File: config.mk
export PLATFORM = sky130hd
export DESIGN_NAME = synth_voice_note_controller_unit_flat
export DESIGN_NICKNAME = d
export VERILOG_FILES = /design/src/hw/rtl/svnc_pkg.sv /design/src/hw/rtl/svnc_ifs.sv /design/src/hw/rtl/synth_voice_note_controller_unit.sv /design/src/flat_wrapper.sv
export SDC_FILE = /design/constraint.sdc
export NUM_CORES = 1
export LEC_CHECK = 0
export BUFFER_PORTS_ARGS = -buffer_cell sky130_fd_sc_hd__buf_2
export CAP_MARGIN = 20
export CORE_ASPECT_RATIO = 1.1
export CORE_MARGIN = 4
export CORE_UTILIZATION = 48
export CTS_CLUSTER_DIAMETER = 200
export DETAILED_ROUTE_END_ITERATION = 10
export MAX_ROUTING_LAYER = met4
export SLEW_MARGIN = 20
export SYNTH_ARGS = -nofsm -noshare
export SYNTH_HDL_FRONTEND = slang
export SYNTH_SLANG_ARGS = --single-unit
File: constraint.sdc
create_clock -name i_clk -period 6.9 [get_ports i_clk]
set_input_delay 1.035 -clock i_clk [delete_from_list [all_inputs] [get_ports i_clk]]
set_output_delay 1.035 -clock i_clk [all_outputs]
set_load 0.005 [all_outputs]
File: src/hw/rtl/svnc_pkg.sv
`default_nettype none
package svnc_pkg;

    localparam int VOICES_DEF     = 8;
    localparam int HELD_DEPTH_DEF = 8;

    localparam int OP_W       = 2;
    localparam int VIDX_W     = 3;
    localparam int KEY_W      = 7;
    localparam int VEL_W      = 7;
    localparam int STAT_W     = 2;
    localparam int ENV_W      = 2;
    localparam int MONO_W     = 2;
    localparam int GLIDE_W    = 3;
    localparam int CFG_IDX_W  = 1;
    localparam int CFG_DATA_W = 3;

    localparam logic [OP_W-1:0] OP_NOTE_ON   = 2'd0;
    localparam logic [OP_W-1:0] OP_NOTE_OFF  = 2'd1;
    localparam logic [OP_W-1:0] OP_FORCE_REL = 2'd2;

    localparam logic [STAT_W-1:0] ST_OFF = 2'd0;
    localparam logic [STAT_W-1:0] ST_ON  = 2'd1;
    localparam logic [STAT_W-1:0] ST_SUS = 2'd2;
    localparam logic [STAT_W-1:0] ST_REL = 2'd3;

    localparam logic [ENV_W-1:0] ENV_ATTACK  = 2'd0;
    localparam logic [ENV_W-1:0] ENV_RELEASE = 2'd2;

    localparam logic [MONO_W-1:0] MONO_POLY = 2'd0;
    localparam logic [MONO_W-1:0] MONO_ON   = 2'd1;
    localparam logic [MONO_W-1:0] MONO_ONCE = 2'd2;
    localparam logic [MONO_W-1:0] MONO_BOTH = 2'd3;

    localparam logic [GLIDE_W-1:0] GLIDE_OFF      = 3'd0;
    localparam logic [GLIDE_W-1:0] GLIDE_LEGATO   = 3'd1;
    localparam logic [GLIDE_W-1:0] GLIDE_INITIAL  = 3'd2;
    localparam logic [GLIDE_W-1:0] GLIDE_ALWAYS   = 3'd3;
    localparam logic [GLIDE_W-1:0] GLIDE_LEFTOVER = 3'd4;

    localparam logic [CFG_IDX_W-1:0] CFG_MONO  = 1'd0;
    localparam logic [CFG_IDX_W-1:0] CFG_GLIDE = 1'd1;

    localparam logic [VEL_W-1:0] REL_VEL_FORCED = 7'd64;

    typedef struct packed {
        logic [VIDX_W-1:0] voice_number;
        logic [STAT_W-1:0] voice_status;
        logic [KEY_W-1:0]  voice_key_now;
        logic [KEY_W-1:0]  target_key;
        logic [KEY_W-1:0]  glide_from_key;
        logic [VEL_W-1:0]  note_velocity;
        logic [VEL_W-1:0]  release_velocity;
        logic [ENV_W-1:0]  envelope_phase;
        logic              envelope_retrigger;
        logic              voice_started;
        logic [KEY_W-1:0]  top_held_key;
        logic              top_held_valid;
    } t_result;

endpackage
`default_nettype wire

File: src/hw/rtl/svnc_ifs.sv
`default_nettype none
interface svnc_note_if;
    import svnc_pkg::*;
    logic              valid;
    logic              ready;
    logic [OP_W-1:0]   op;
    logic [VIDX_W-1:0] voice_index;
    logic [KEY_W-1:0]  key;
    logic [VEL_W-1:0]  velocity;
    logic              sustain_down;
    modport source (output valid, op, voice_index, key, velocity, sustain_down, input ready);
    modport sink   (input valid, op, voice_index, key, velocity, sustain_down, output ready);
endinterface

interface svnc_voice_if;
    import svnc_pkg::*;
    logic              valid;
    logic              ready;
    logic [VIDX_W-1:0] voice_number;
    logic [STAT_W-1:0] voice_status;
    logic [KEY_W-1:0]  voice_key_now;
    logic [KEY_W-1:0]  target_key;
    logic [KEY_W-1:0]  glide_from_key;
    logic [VEL_W-1:0]  note_velocity;
    logic [VEL_W-1:0]  release_velocity;
    logic [ENV_W-1:0]  envelope_phase;
    logic              envelope_retrigger;
    logic              voice_started;
    logic [KEY_W-1:0]  top_held_key;
    logic              top_held_valid;
    modport source (output valid, voice_number, voice_status, voice_key_now, target_key,
                    glide_from_key, note_velocity, release_velocity, envelope_phase,
                    envelope_retrigger, voice_started, top_held_key, top_held_valid,
                    input ready);
    modport sink   (input valid, voice_number, voice_status, voice_key_now, target_key,
                    glide_from_key, note_velocity, release_velocity, envelope_phase,
                    envelope_retrigger, voice_started, top_held_key, top_held_valid,
                    output ready);
endinterface

interface svnc_cfg_if;
    import svnc_pkg::*;
    logic                  valid;
    logic                  ready;
    logic [CFG_IDX_W-1:0]  index;
    logic [CFG_DATA_W-1:0] data;
    modport source (output valid, index, data, input ready);
    modport sink   (input valid, index, data, output ready);
endinterface
`default_nettype wire

File: src/hw/rtl/synth_voice_note_controller_unit.sv
`default_nettype none
// Channel   Dir  Payload                                          Transfer
// i_cfg     in   index, data                                      valid & ready
// i_note    in   op, voice_index, key, velocity, sustain_down     valid & ready
// o_voice   out  voice fields, flags, top of held stack           valid & ready
//
// A note on or note off walks the held stack in the search state one entry a cycle with a
// single key comparator, then passes the shift state (a note off only on a hit) to update.
// Other events, and events for a voice out of range, go straight to the update state.
// i_note is ready only while the sequencer is idle. The result sits in an output register,
// so the next event is taken while it waits; a finished event waits while it is full.
// Synchronous active-low reset empties the stack and clears all voices.
module synth_voice_note_controller_unit #(
    parameter int VOICES     = svnc_pkg::VOICES_DEF,
    parameter int HELD_DEPTH = svnc_pkg::HELD_DEPTH_DEF
) (
    input  logic         i_clk,
    input  logic         i_rst_n,
    svnc_cfg_if.sink     i_cfg,
    svnc_note_if.sink    i_note,
    svnc_voice_if.source o_voice
);
    import svnc_pkg::*;

    localparam int VW = (VOICES > 1) ? $clog2(VOICES) : 1;
    localparam int HW = $clog2(HELD_DEPTH);
    localparam logic [HW-1:0] H_LAST = HW'(HELD_DEPTH - 1);
    localparam logic [HW-1:0] H_PEN  = HW'(HELD_DEPTH - 2);

    typedef enum logic [1:0] {S_IDLE, S_SEARCH, S_SHIFT, S_UPDATE} t_state;

    t_state             r_state;
    logic [HW-1:0]      r_idx;
    logic [MONO_W-1:0]  r_mono;
    logic [GLIDE_W-1:0] r_glide;
    logic [OP_W-1:0]    r_op;
    logic [VIDX_W-1:0]  r_vnum;
    logic [KEY_W-1:0]   r_key;
    logic [VEL_W-1:0]   r_vel;
    logic               r_sus;
    logic               r_prev_valid;
    logic [KEY_W-1:0]   r_prev_key;
    logic [KEY_W-1:0]   r_last_onset;
    logic               r_hv [HELD_DEPTH];
    logic [KEY_W-1:0]   r_hk [HELD_DEPTH];
    logic               n_hv [HELD_DEPTH];
    logic [KEY_W-1:0]   n_hk [HELD_DEPTH];
    logic [STAT_W-1:0]  r_vs [VOICES];
    logic [KEY_W-1:0]   r_vk [VOICES];
    logic [VEL_W-1:0]   r_vv [VOICES];
    logic [VEL_W-1:0]   r_vr [VOICES];
    logic [KEY_W-1:0]   r_vt [VOICES];
    logic [KEY_W-1:0]   r_vg [VOICES];
    logic [ENV_W-1:0]   r_ve [VOICES];
    t_result            r_res;
    t_result            n_res;
    logic               r_out_valid;

    logic               w_in_fire;
    logic               w_in_range;
    logic               w_hit;
    logic [VW-1:0]      w_vsel;
    logic [GLIDE_W-1:0] w_g;
    logic               w_mono;
    logic [STAT_W-1:0]  c_st;
    logic [STAT_W-1:0]  n_st;
    logic [KEY_W-1:0]   n_key;
    logic [KEY_W-1:0]   n_tgt;
    logic [KEY_W-1:0]   n_gs;
    logic [VEL_W-1:0]   n_vel;
    logic [VEL_W-1:0]   n_rel;
    logic [ENV_W-1:0]   n_env;
    logic               n_retrig;
    logic               n_started;
    logic               w_out_free;

    assign w_in_fire  = i_note.valid && i_note.ready;
    assign w_in_range = (int'(r_vnum) < VOICES);
    assign w_vsel     = VW'(r_vnum);
    assign w_hit      = r_hv[r_idx] && (r_hk[r_idx] == r_key);
    assign w_out_free = !r_out_valid || o_voice.ready;

    assign i_note.ready = (r_state == S_IDLE);
    assign i_cfg.ready  = 1'b1;

    // stack cells: push moves entries 0..idx-1 down one, remove closes the gap at idx
    always_comb begin
        for (int i = 0; i < HELD_DEPTH; i++) begin
            n_hv[i] = r_hv[i];
            n_hk[i] = r_hk[i];
        end
        if (r_op == OP_NOTE_ON) begin
            n_hv[0] = 1'b1;
            n_hk[0] = r_key;
            for (int i = 1; i < HELD_DEPTH; i++) begin
                if (HW'(i) <= r_idx) begin
                    n_hv[i] = r_hv[i-1];
                    n_hk[i] = r_hk[i-1];
                end
            end
        end else begin
            for (int i = 0; i < HELD_DEPTH - 1; i++) begin
                if (HW'(i) >= r_idx) begin
                    n_hv[i] = r_hv[i+1];
                    n_hk[i] = r_hk[i+1];
                end
            end
            n_hv[HELD_DEPTH-1] = 1'b0;
            n_hk[HELD_DEPTH-1] = '0;
        end
    end

    always_comb begin
        w_g       = (r_glide > GLIDE_LEFTOVER) ? GLIDE_OFF : r_glide;
        w_mono    = (r_mono != MONO_POLY);
        c_st      = r_vs[w_vsel];
        n_st      = c_st;
        n_key     = r_vk[w_vsel];
        n_tgt     = r_vt[w_vsel];
        n_gs      = r_vg[w_vsel];
        n_vel     = r_vv[w_vsel];
        n_rel     = r_vr[w_vsel];
        n_env     = r_ve[w_vsel];
        n_retrig  = 1'b0;
        n_started = 1'b0;
        if (w_in_range) begin
            case (r_op)
                OP_NOTE_ON: begin
                    n_tgt = r_key;
                    if (!w_mono || !(c_st inside {ST_ON, ST_SUS})) begin
                        case (w_g)
                            GLIDE_OFF:     n_gs = r_key;
                            GLIDE_LEGATO:  n_gs = r_prev_valid ? r_prev_key : r_key;
                            GLIDE_INITIAL: n_gs = r_prev_valid ? r_key : r_last_onset;
                            GLIDE_ALWAYS:  n_gs = r_prev_valid ? r_prev_key : r_last_onset;
                            default:       n_gs = r_vg[w_vsel];
                        endcase
                        n_env    = ENV_ATTACK;
                        n_retrig = 1'b1;
                    end else begin
                        if (w_g inside {GLIDE_INITIAL, GLIDE_OFF}) begin
                            n_gs = r_key;
                        end
                        if ((r_mono inside {MONO_ON, MONO_BOTH}) &&
                            (!r_prev_valid || (r_prev_key != r_key))) begin
                            n_env    = ENV_ATTACK;
                            n_retrig = 1'b1;
                        end
                    end
                    n_key     = r_key;
                    n_vel     = r_vel;
                    n_started = (c_st == ST_OFF);
                    n_st      = ST_ON;
                end
                OP_NOTE_OFF: begin
                    n_rel = r_vel;
                    if (w_mono && r_hv[0]) begin
                        if (!r_prev_valid || (r_hk[0] != r_prev_key)) begin
                            n_key = r_hk[0];
                            n_tgt = r_hk[0];
                            if (w_g inside {GLIDE_INITIAL, GLIDE_OFF}) begin
                                n_gs = r_hk[0];
                            end
                            if ((r_mono == MONO_BOTH) && (c_st != ST_REL)) begin
                                n_env    = ENV_ATTACK;
                                n_retrig = 1'b1;
                            end
                        end
                    end else if (r_sus) begin
                        if (c_st != ST_REL) begin
                            n_st = ST_SUS;
                        end
                    end else begin
                        n_env = ENV_RELEASE;
                        n_st  = ST_REL;
                    end
                end
                OP_FORCE_REL: begin
                    if (c_st == ST_ON) begin
                        n_rel = REL_VEL_FORCED;
                    end
                    n_env = ENV_RELEASE;
                    n_st  = ST_REL;
                end
                default: begin
                end
            endcase
        end

        n_res.voice_number       = r_vnum;
        n_res.voice_status       = w_in_range ? n_st  : '0;
        n_res.voice_key_now      = w_in_range ? n_key : '0;
        n_res.target_key         = w_in_range ? n_tgt : '0;
        n_res.glide_from_key     = w_in_range ? n_gs  : '0;
        n_res.note_velocity      = w_in_range ? n_vel : '0;
        n_res.release_velocity   = w_in_range ? n_rel : '0;
        n_res.envelope_phase     = w_in_range ? n_env : '0;
        n_res.envelope_retrigger = n_retrig;
        n_res.voice_started      = n_started;
        n_res.top_held_key       = r_hv[0] ? r_hk[0] : '0;
        n_res.top_held_valid     = r_hv[0];
    end

    always_ff @(posedge i_clk) begin
        if (!i_rst_n) begin
            r_state      <= S_IDLE;
            r_idx        <= '0;
            r_mono       <= MONO_POLY;
            r_glide      <= GLIDE_OFF;
            r_last_onset <= '0;
            r_out_valid  <= 1'b0;
            for (int i = 0; i < HELD_DEPTH; i++) begin
                r_hv[i] <= 1'b0;
                r_hk[i] <= '0;
            end
            for (int i = 0; i < VOICES; i++) begin
                r_vs[i] <= ST_OFF;
                r_vk[i] <= '0;
                r_vv[i] <= '0;
                r_vr[i] <= '0;
                r_vt[i] <= '0;
                r_vg[i] <= '0;
                r_ve[i] <= '0;
            end
        end else begin
            if (i_cfg.valid) begin
                case (i_cfg.index)
                    CFG_MONO:  r_mono  <= i_cfg.data[MONO_W-1:0];
                    CFG_GLIDE: r_glide <= i_cfg.data[GLIDE_W-1:0];
                    default: begin
                    end
                endcase
            end
            if ((r_state == S_UPDATE) && w_out_free) begin
                r_out_valid <= 1'b1;
            end else if (o_voice.ready) begin
                r_out_valid <= 1'b0;
            end
            case (r_state)
                S_IDLE: begin
                    if (w_in_fire) begin
                        r_op         <= i_note.op;
                        r_vnum       <= i_note.voice_index;
                        r_key        <= i_note.key;
                        r_vel        <= i_note.velocity;
                        r_sus        <= i_note.sustain_down;
                        r_prev_valid <= r_hv[0];
                        r_prev_key   <= r_hk[0];
                        if ((int'(i_note.voice_index) < VOICES) &&
                            (i_note.op inside {OP_NOTE_ON, OP_NOTE_OFF})) begin
                            r_idx   <= (i_note.op == OP_NOTE_ON) ? '0 : H_LAST;
                            r_state <= S_SEARCH;
                        end else begin
                            r_state <= S_UPDATE;
                        end
                    end
                end
                S_SEARCH: begin
                    if (r_op == OP_NOTE_ON) begin
                        if (w_hit) begin
                            r_state <= S_SHIFT;
                        end else if (r_idx == H_PEN) begin
                            r_idx   <= H_LAST;
                            r_state <= S_SHIFT;
                        end else begin
                            r_idx <= r_idx + 1'b1;
                        end
                    end else begin
                        if (w_hit) begin
                            r_state <= S_SHIFT;
                        end else if (r_idx == '0) begin
                            r_state <= S_UPDATE;
                        end else begin
                            r_idx <= r_idx - 1'b1;
                        end
                    end
                end
                S_SHIFT: begin
                    for (int i = 0; i < HELD_DEPTH; i++) begin
                        r_hv[i] <= n_hv[i];
                        r_hk[i] <= n_hk[i];
                    end
                    r_state <= S_UPDATE;
                end
                S_UPDATE: begin
                    if (w_out_free) begin
                        r_res <= n_res;
                        if (w_in_range) begin
                            r_vs[w_vsel] <= n_st;
                            r_vk[w_vsel] <= n_key;
                            r_vt[w_vsel] <= n_tgt;
                            r_vg[w_vsel] <= n_gs;
                            r_vv[w_vsel] <= n_vel;
                            r_vr[w_vsel] <= n_rel;
                            r_ve[w_vsel] <= n_env;
                            if (r_op == OP_NOTE_ON) begin
                                r_last_onset <= r_key;
                            end
                        end
                        r_state <= S_IDLE;
                    end
                end
                default: r_state <= S_IDLE;
            endcase
        end
    end

    assign o_voice.valid              = r_out_valid;
    assign o_voice.voice_number       = r_res.voice_number;
    assign o_voice.voice_status       = r_res.voice_status;
    assign o_voice.voice_key_now      = r_res.voice_key_now;
    assign o_voice.target_key         = r_res.target_key;
    assign o_voice.glide_from_key     = r_res.glide_from_key;
    assign o_voice.note_velocity      = r_res.note_velocity;
    assign o_voice.release_velocity   = r_res.release_velocity;
    assign o_voice.envelope_phase     = r_res.envelope_phase;
    assign o_voice.envelope_retrigger = r_res.envelope_retrigger;
    assign o_voice.voice_started      = r_res.voice_started;
    assign o_voice.top_held_key       = r_res.top_held_key;
    assign o_voice.top_held_valid     = r_res.top_held_valid;

endmodule
`default_nettype wire

File: src/flat_wrapper.sv
// flat-port wrapper written by rule: the top's interface ports become plain ports
module synth_voice_note_controller_unit_flat import svnc_pkg::*;
#(
    parameter int VOICES     = svnc_pkg::VOICES_DEF,
    parameter int HELD_DEPTH = svnc_pkg::HELD_DEPTH_DEF
)
  (i_clk, i_rst_n, i_cfg_valid, i_cfg_index, i_cfg_data, i_cfg_ready, i_note_valid, i_note_op, i_note_voice_index, i_note_key, i_note_velocity, i_note_sustain_down, i_note_ready, o_voice_valid, o_voice_voice_number, o_voice_voice_status, o_voice_voice_key_now, o_voice_target_key, o_voice_glide_from_key, o_voice_note_velocity, o_voice_release_velocity, o_voice_envelope_phase, o_voice_envelope_retrigger, o_voice_voice_started, o_voice_top_held_key, o_voice_top_held_valid, o_voice_ready);
  svnc_cfg_if i_cfg_i ();
  svnc_note_if i_note_i ();
  svnc_voice_if o_voice_i ();
  input  logic i_clk;
  input  logic i_rst_n;
  input wire logic [$bits(i_cfg_i.valid)-1:0] i_cfg_valid;
  input wire logic [$bits(i_cfg_i.index)-1:0] i_cfg_index;
  input wire logic [$bits(i_cfg_i.data)-1:0] i_cfg_data;
  output wire logic [$bits(i_cfg_i.ready)-1:0] i_cfg_ready;
  input wire logic [$bits(i_note_i.valid)-1:0] i_note_valid;
  input wire logic [$bits(i_note_i.op)-1:0] i_note_op;
  input wire logic [$bits(i_note_i.voice_index)-1:0] i_note_voice_index;
  input wire logic [$bits(i_note_i.key)-1:0] i_note_key;
  input wire logic [$bits(i_note_i.velocity)-1:0] i_note_velocity;
  input wire logic [$bits(i_note_i.sustain_down)-1:0] i_note_sustain_down;
  output wire logic [$bits(i_note_i.ready)-1:0] i_note_ready;
  output wire logic [$bits(o_voice_i.valid)-1:0] o_voice_valid;
  output wire logic [$bits(o_voice_i.voice_number)-1:0] o_voice_voice_number;
  output wire logic [$bits(o_voice_i.voice_status)-1:0] o_voice_voice_status;
  output wire logic [$bits(o_voice_i.voice_key_now)-1:0] o_voice_voice_key_now;
  output wire logic [$bits(o_voice_i.target_key)-1:0] o_voice_target_key;
  output wire logic [$bits(o_voice_i.glide_from_key)-1:0] o_voice_glide_from_key;
  output wire logic [$bits(o_voice_i.note_velocity)-1:0] o_voice_note_velocity;
  output wire logic [$bits(o_voice_i.release_velocity)-1:0] o_voice_release_velocity;
  output wire logic [$bits(o_voice_i.envelope_phase)-1:0] o_voice_envelope_phase;
  output wire logic [$bits(o_voice_i.envelope_retrigger)-1:0] o_voice_envelope_retrigger;
  output wire logic [$bits(o_voice_i.voice_started)-1:0] o_voice_voice_started;
  output wire logic [$bits(o_voice_i.top_held_key)-1:0] o_voice_top_held_key;
  output wire logic [$bits(o_voice_i.top_held_valid)-1:0] o_voice_top_held_valid;
  input wire logic [$bits(o_voice_i.ready)-1:0] o_voice_ready;
  assign i_cfg_i.valid = i_cfg_valid;
  assign i_cfg_i.index = i_cfg_index;
  assign i_cfg_i.data = i_cfg_data;
  assign i_cfg_ready = i_cfg_i.ready;
  assign i_note_i.valid = i_note_valid;
  assign i_note_i.op = i_note_op;
  assign i_note_i.voice_index = i_note_voice_index;
  assign i_note_i.key = i_note_key;
  assign i_note_i.velocity = i_note_velocity;
  assign i_note_i.sustain_down = i_note_sustain_down;
  assign i_note_ready = i_note_i.ready;
  assign o_voice_valid = o_voice_i.valid;
  assign o_voice_voice_number = o_voice_i.voice_number;
  assign o_voice_voice_status = o_voice_i.voice_status;
  assign o_voice_voice_key_now = o_voice_i.voice_key_now;
  assign o_voice_target_key = o_voice_i.target_key;
  assign o_voice_glide_from_key = o_voice_i.glide_from_key;
  assign o_voice_note_velocity = o_voice_i.note_velocity;
  assign o_voice_release_velocity = o_voice_i.release_velocity;
  assign o_voice_envelope_phase = o_voice_i.envelope_phase;
  assign o_voice_envelope_retrigger = o_voice_i.envelope_retrigger;
  assign o_voice_voice_started = o_voice_i.voice_started;
  assign o_voice_top_held_key = o_voice_i.top_held_key;
  assign o_voice_top_held_valid = o_voice_i.top_held_valid;
  assign o_voice_i.ready = o_voice_ready;
  synth_voice_note_controller_unit #(.VOICES(VOICES), .HELD_DEPTH(HELD_DEPTH)) u_core (.i_clk(i_clk), .i_rst_n(i_rst_n), .i_cfg(i_cfg_i), .i_note(i_note_i), .o_voice(o_voice_i));
endmodule
==> impl_metrics.env <==
export IMPL_cts_resized_gates=0
export IMPL_cts_setup_buffers=0
export IMPL_pwr_share_clk_pct=34.7
export IMPL_crit_end="u_core.r_vg[5][4]"
export IMPL_hold_class="flip-flop to flip-flop"
export IMPL_postPlaceCellArea_um2=23260
export IMPL_viasPerCell=5.883
export IMPL_coreArea_um2=45660
export IMPL_period_share_pct=61.94
export IMPL_synthArstFlopShare_pct=0
export IMPL_hold_worst_slack_ns=0.5179
export IMPL_fin_crit_ns=4.274
export IMPL_die_area_um2=49860
export IMPL_rows=82
export IMPL_syn_nets=1667
export IMPL_synth_area_leaders="edfxtp_1, mux4_2, nor2_1"
export IMPL_clkTransAtPathRegs_ns=0.06
export IMPL_hold_path_startpoint="u_core.r_last_onset[4]"
export IMPL_grt_ovfl_total=0
export IMPL_leakage_nw=9.172
export IMPL_netSwitchingPower_mw=2.386
export IMPL_drive_above_1_share_pct=21.70
export IMPL_ys_warn_count=0
export IMPL_die_w_um=213.3
export IMPL_antenna_found_initial=1
export IMPL_routed_via_count=13550
export IMPL_avgSynthCellArea_um2=13.73
export IMPL_final_util_pct=54.80
export IMPL_p_int_mw=5.868
export IMPL_syn_cell_area_um2=22250
export IMPL_vdd_drop_max_mv=0.2069
export IMPL_routed_wl_um=57130
export IMPL_cts_root_buffer="clkbuf_16"
export IMPL_first_pass_iters=6
export IMPL_outcome="completed"
export IMPL_synth_top_area_cell="edfxtp_1"
export IMPL_crit_fanout=44
export IMPL_rsz0062_at_grt="false"
export IMPL_drc=0
export IMPL_clk_path_buf_depth=3
export IMPL_final_cell_area_um2=25020
export IMPL_wire_per_inst_um=24.81
export IMPL_rr_endpoint="u_core.r_vg[5][4]"
export IMPL_worstSetupStartpointType="flip-flop"
export IMPL_tightestPinTransition_ns=1.001
export IMPL_grt_pass1_vias=13860
export IMPL_swShare_pct=28.91
export IMPL_syn2layout_area_growth_pct=12.48
export IMPL_synth_cell_types=59
export IMPL_synth_edf_count=456
export IMPL_htree_levels=2
export IMPL_required_ns=7.22
export IMPL_ys_ff_latch=480
export IMPL_fillers=3732
export IMPL_worst_setup_path_type="flip-flop to flip-flop"
export IMPL_synth_cells=1620
export IMPL_dieHeight_um=233.8
export IMPL_clock_skew_final_ns=0.02009
export IMPL_final_hold_violation_count=0
export IMPL_cts_sinks=480
export IMPL_grt_pass1_wl_um=86090
export IMPL_r2r_cells=10
export IMPL_fmax_mhz=234.0
export IMPL_yosys_top_cells_count="edfxtp_1, nor2_1, mux2i_1"
export IMPL_crit_arrival_ns=4.59
export IMPL_grt_max_degree=67
export IMPL_setup_viol=0
export IMPL_boundaryPins=84
export IMPL_drt_iter0_markers=1425
export IMPL_finalSetupTns_ns=0
export IMPL_numCtsBuffers=50
export IMPL_drv_slew=0
export IMPL_synthFlopType="edfxtp_1"
export IMPL_place_gp_congestion=0.8164
export IMPL_cts_tree="yes"
export IMPL_synth_top_area_share_pct=61.56
export IMPL_cts_hold_buf=0
export IMPL_power_frac_seq_pct=45.2
export IMPL_grt_usage_pct=23.61
export IMPL_io_buffers=82
export IMPL_fin_nets=1722
export IMPL_detail_route_antenna_nets=0
export IMPL_end_kind="flip-flop"
export IMPL_reg2reg_slack_ns=2.63
export IMPL_synth_most_common_cell="edfxtp_1"
export IMPL_power_frac_comb_pct=20.1
export IMPL_drv_cap=0
export IMPL_start_util_pct=48.72
export IMPL_p_per_area_nw_per_um2=329.9
export IMPL_ys_seq_area_share_pct=63.72
export IMPL_dpl_hpwl_um=34110
export IMPL_clock_latency_ns=0.61
export IMPL_relSlewSlack_pct=33.24
[area by class of cell]
| type | count | area (um2) | area share, % |
|---|---|---|---|
| tap | 588 | 735.7 | 2.940 |
| antenna | 1 | 2.502 | 0.01000 |
| sequential | 480 | 14180 | 56.68 |
| clock inverter | 28 | 356.6 | 1.425 |
| clock buffer | 63 | 1374 | 5.491 |
| timing repair buffer | 118 | 695.7 | 2.780 |
| inverter | 60 | 225.2 | 0.9001 |
| multi-input combinational | 965 | 7450 | 29.77 |
[how the worst min path moves through the flow]
| stage | endpoint | slack (ns) | cells past startpoint |
|---|---|---|---|
| 3_5_place_dp | u_core.r_last_onset[4] | 0.50 | 2 |
| 5_1_grt | u_core.r_last_onset[4] | 0.54 | 2 |
| 3_3_place_gp | u_core.r_last_onset[5] | 0.50 | 2 |
| 6_report | u_core.r_last_onset[4] | 0.52 | 2 |
| 2_1_floorplan | u_core.r_last_onset[4] | 0.48 | 2 |
| 4_1_cts | u_core.r_last_onset[4] | 0.51 | 2 |
[registers in the layout, summed over array words and instances (netlist names), 8 cells and up, named ones only]
name         flops
u_core.r_hv      8
u_core.r_vr     56
u_core.r_ve     16
u_core.r_vk     56
u_core.r_vg     56
u_core.r_vs     16
u_core.r_vt     56
u_core.r_vv     56
u_core.r_hk     56
[kinds of logic after synthesis]
kind of cell,Yosys count,synth area share (%)
flops,480,63.72
fa+ha+maj,18,1.012
mux,232,15.78
compound gates,151,5.096
simple gates,543,10.40
other cells,1,0.01686
xor+xnor,20,0.7875
buf+inv,175,3.195
[per-stage QoR]
stage	total power, mW	worst slack, ns	cells
after floorplan	4.890	2.101	1620
after global placement	5.426	2.242	2208
after detailed placement	5.450	2.170	2209
after CTS	8.303	2.147	2300
after global routing	8.586	2.322	2303
final	8.255	2.626	2303
[cell usage in the layout, fill, tap and decap left out, drive strengths merged, types with 10 or more instances in the layout]
cell    instances
edfxtp        456
nor2          383
buf           117
mux2i          93
mux4           90
clkbuf         64
inv            62
nand2          53
mux2           49
a21oi          41
o21ai          29
dfxtp          24
nor2b          23
and2           20
a221oi         19
xnor2          18
ha             18
clkinv         16
nand3          12
a22oi          11
nand3b         11
and3           10
[routing by layer]
layer | wire (um) | vias to the layer above | track usage, %
met5 | 0 | - | -
met4 | 1300 | 0 | 6.421
met3 | 2580 | 87 | 3.091
met2 | 28940 | 383 | 39.31
met1 | 24310 | 6988 | 31.03
li1 | - | 6090 | -
[worst max-delay path, cell delays in order (launching register included)]
cell	delay [ns]
dfxtp_4	0.80
mux4_2	0.40
mux2i_1	0.37
ha_1	0.34
o21ai_0	0.30
a21oi_1	0.15
or2_2	0.31
a221oi_1	0.30
o22ai_1	0.15
a221oi_2	0.74
nor2_1	0.12
[power groups by stage]
stage | combinational [mW] | clock, mW | sequential, mW
after detailed placement | 1.64 | 0 | 3.81
final | 1.66 | 2.86 | 3.73
after global placement | 1.62 | 0 | 3.81
after global routing | 1.81 | 3.02 | 3.76
after floorplan | 1.25 | 0 | 3.64
after CTS | 1.65 | 2.90 | 3.75
Power figures use the tool's default switching activity.
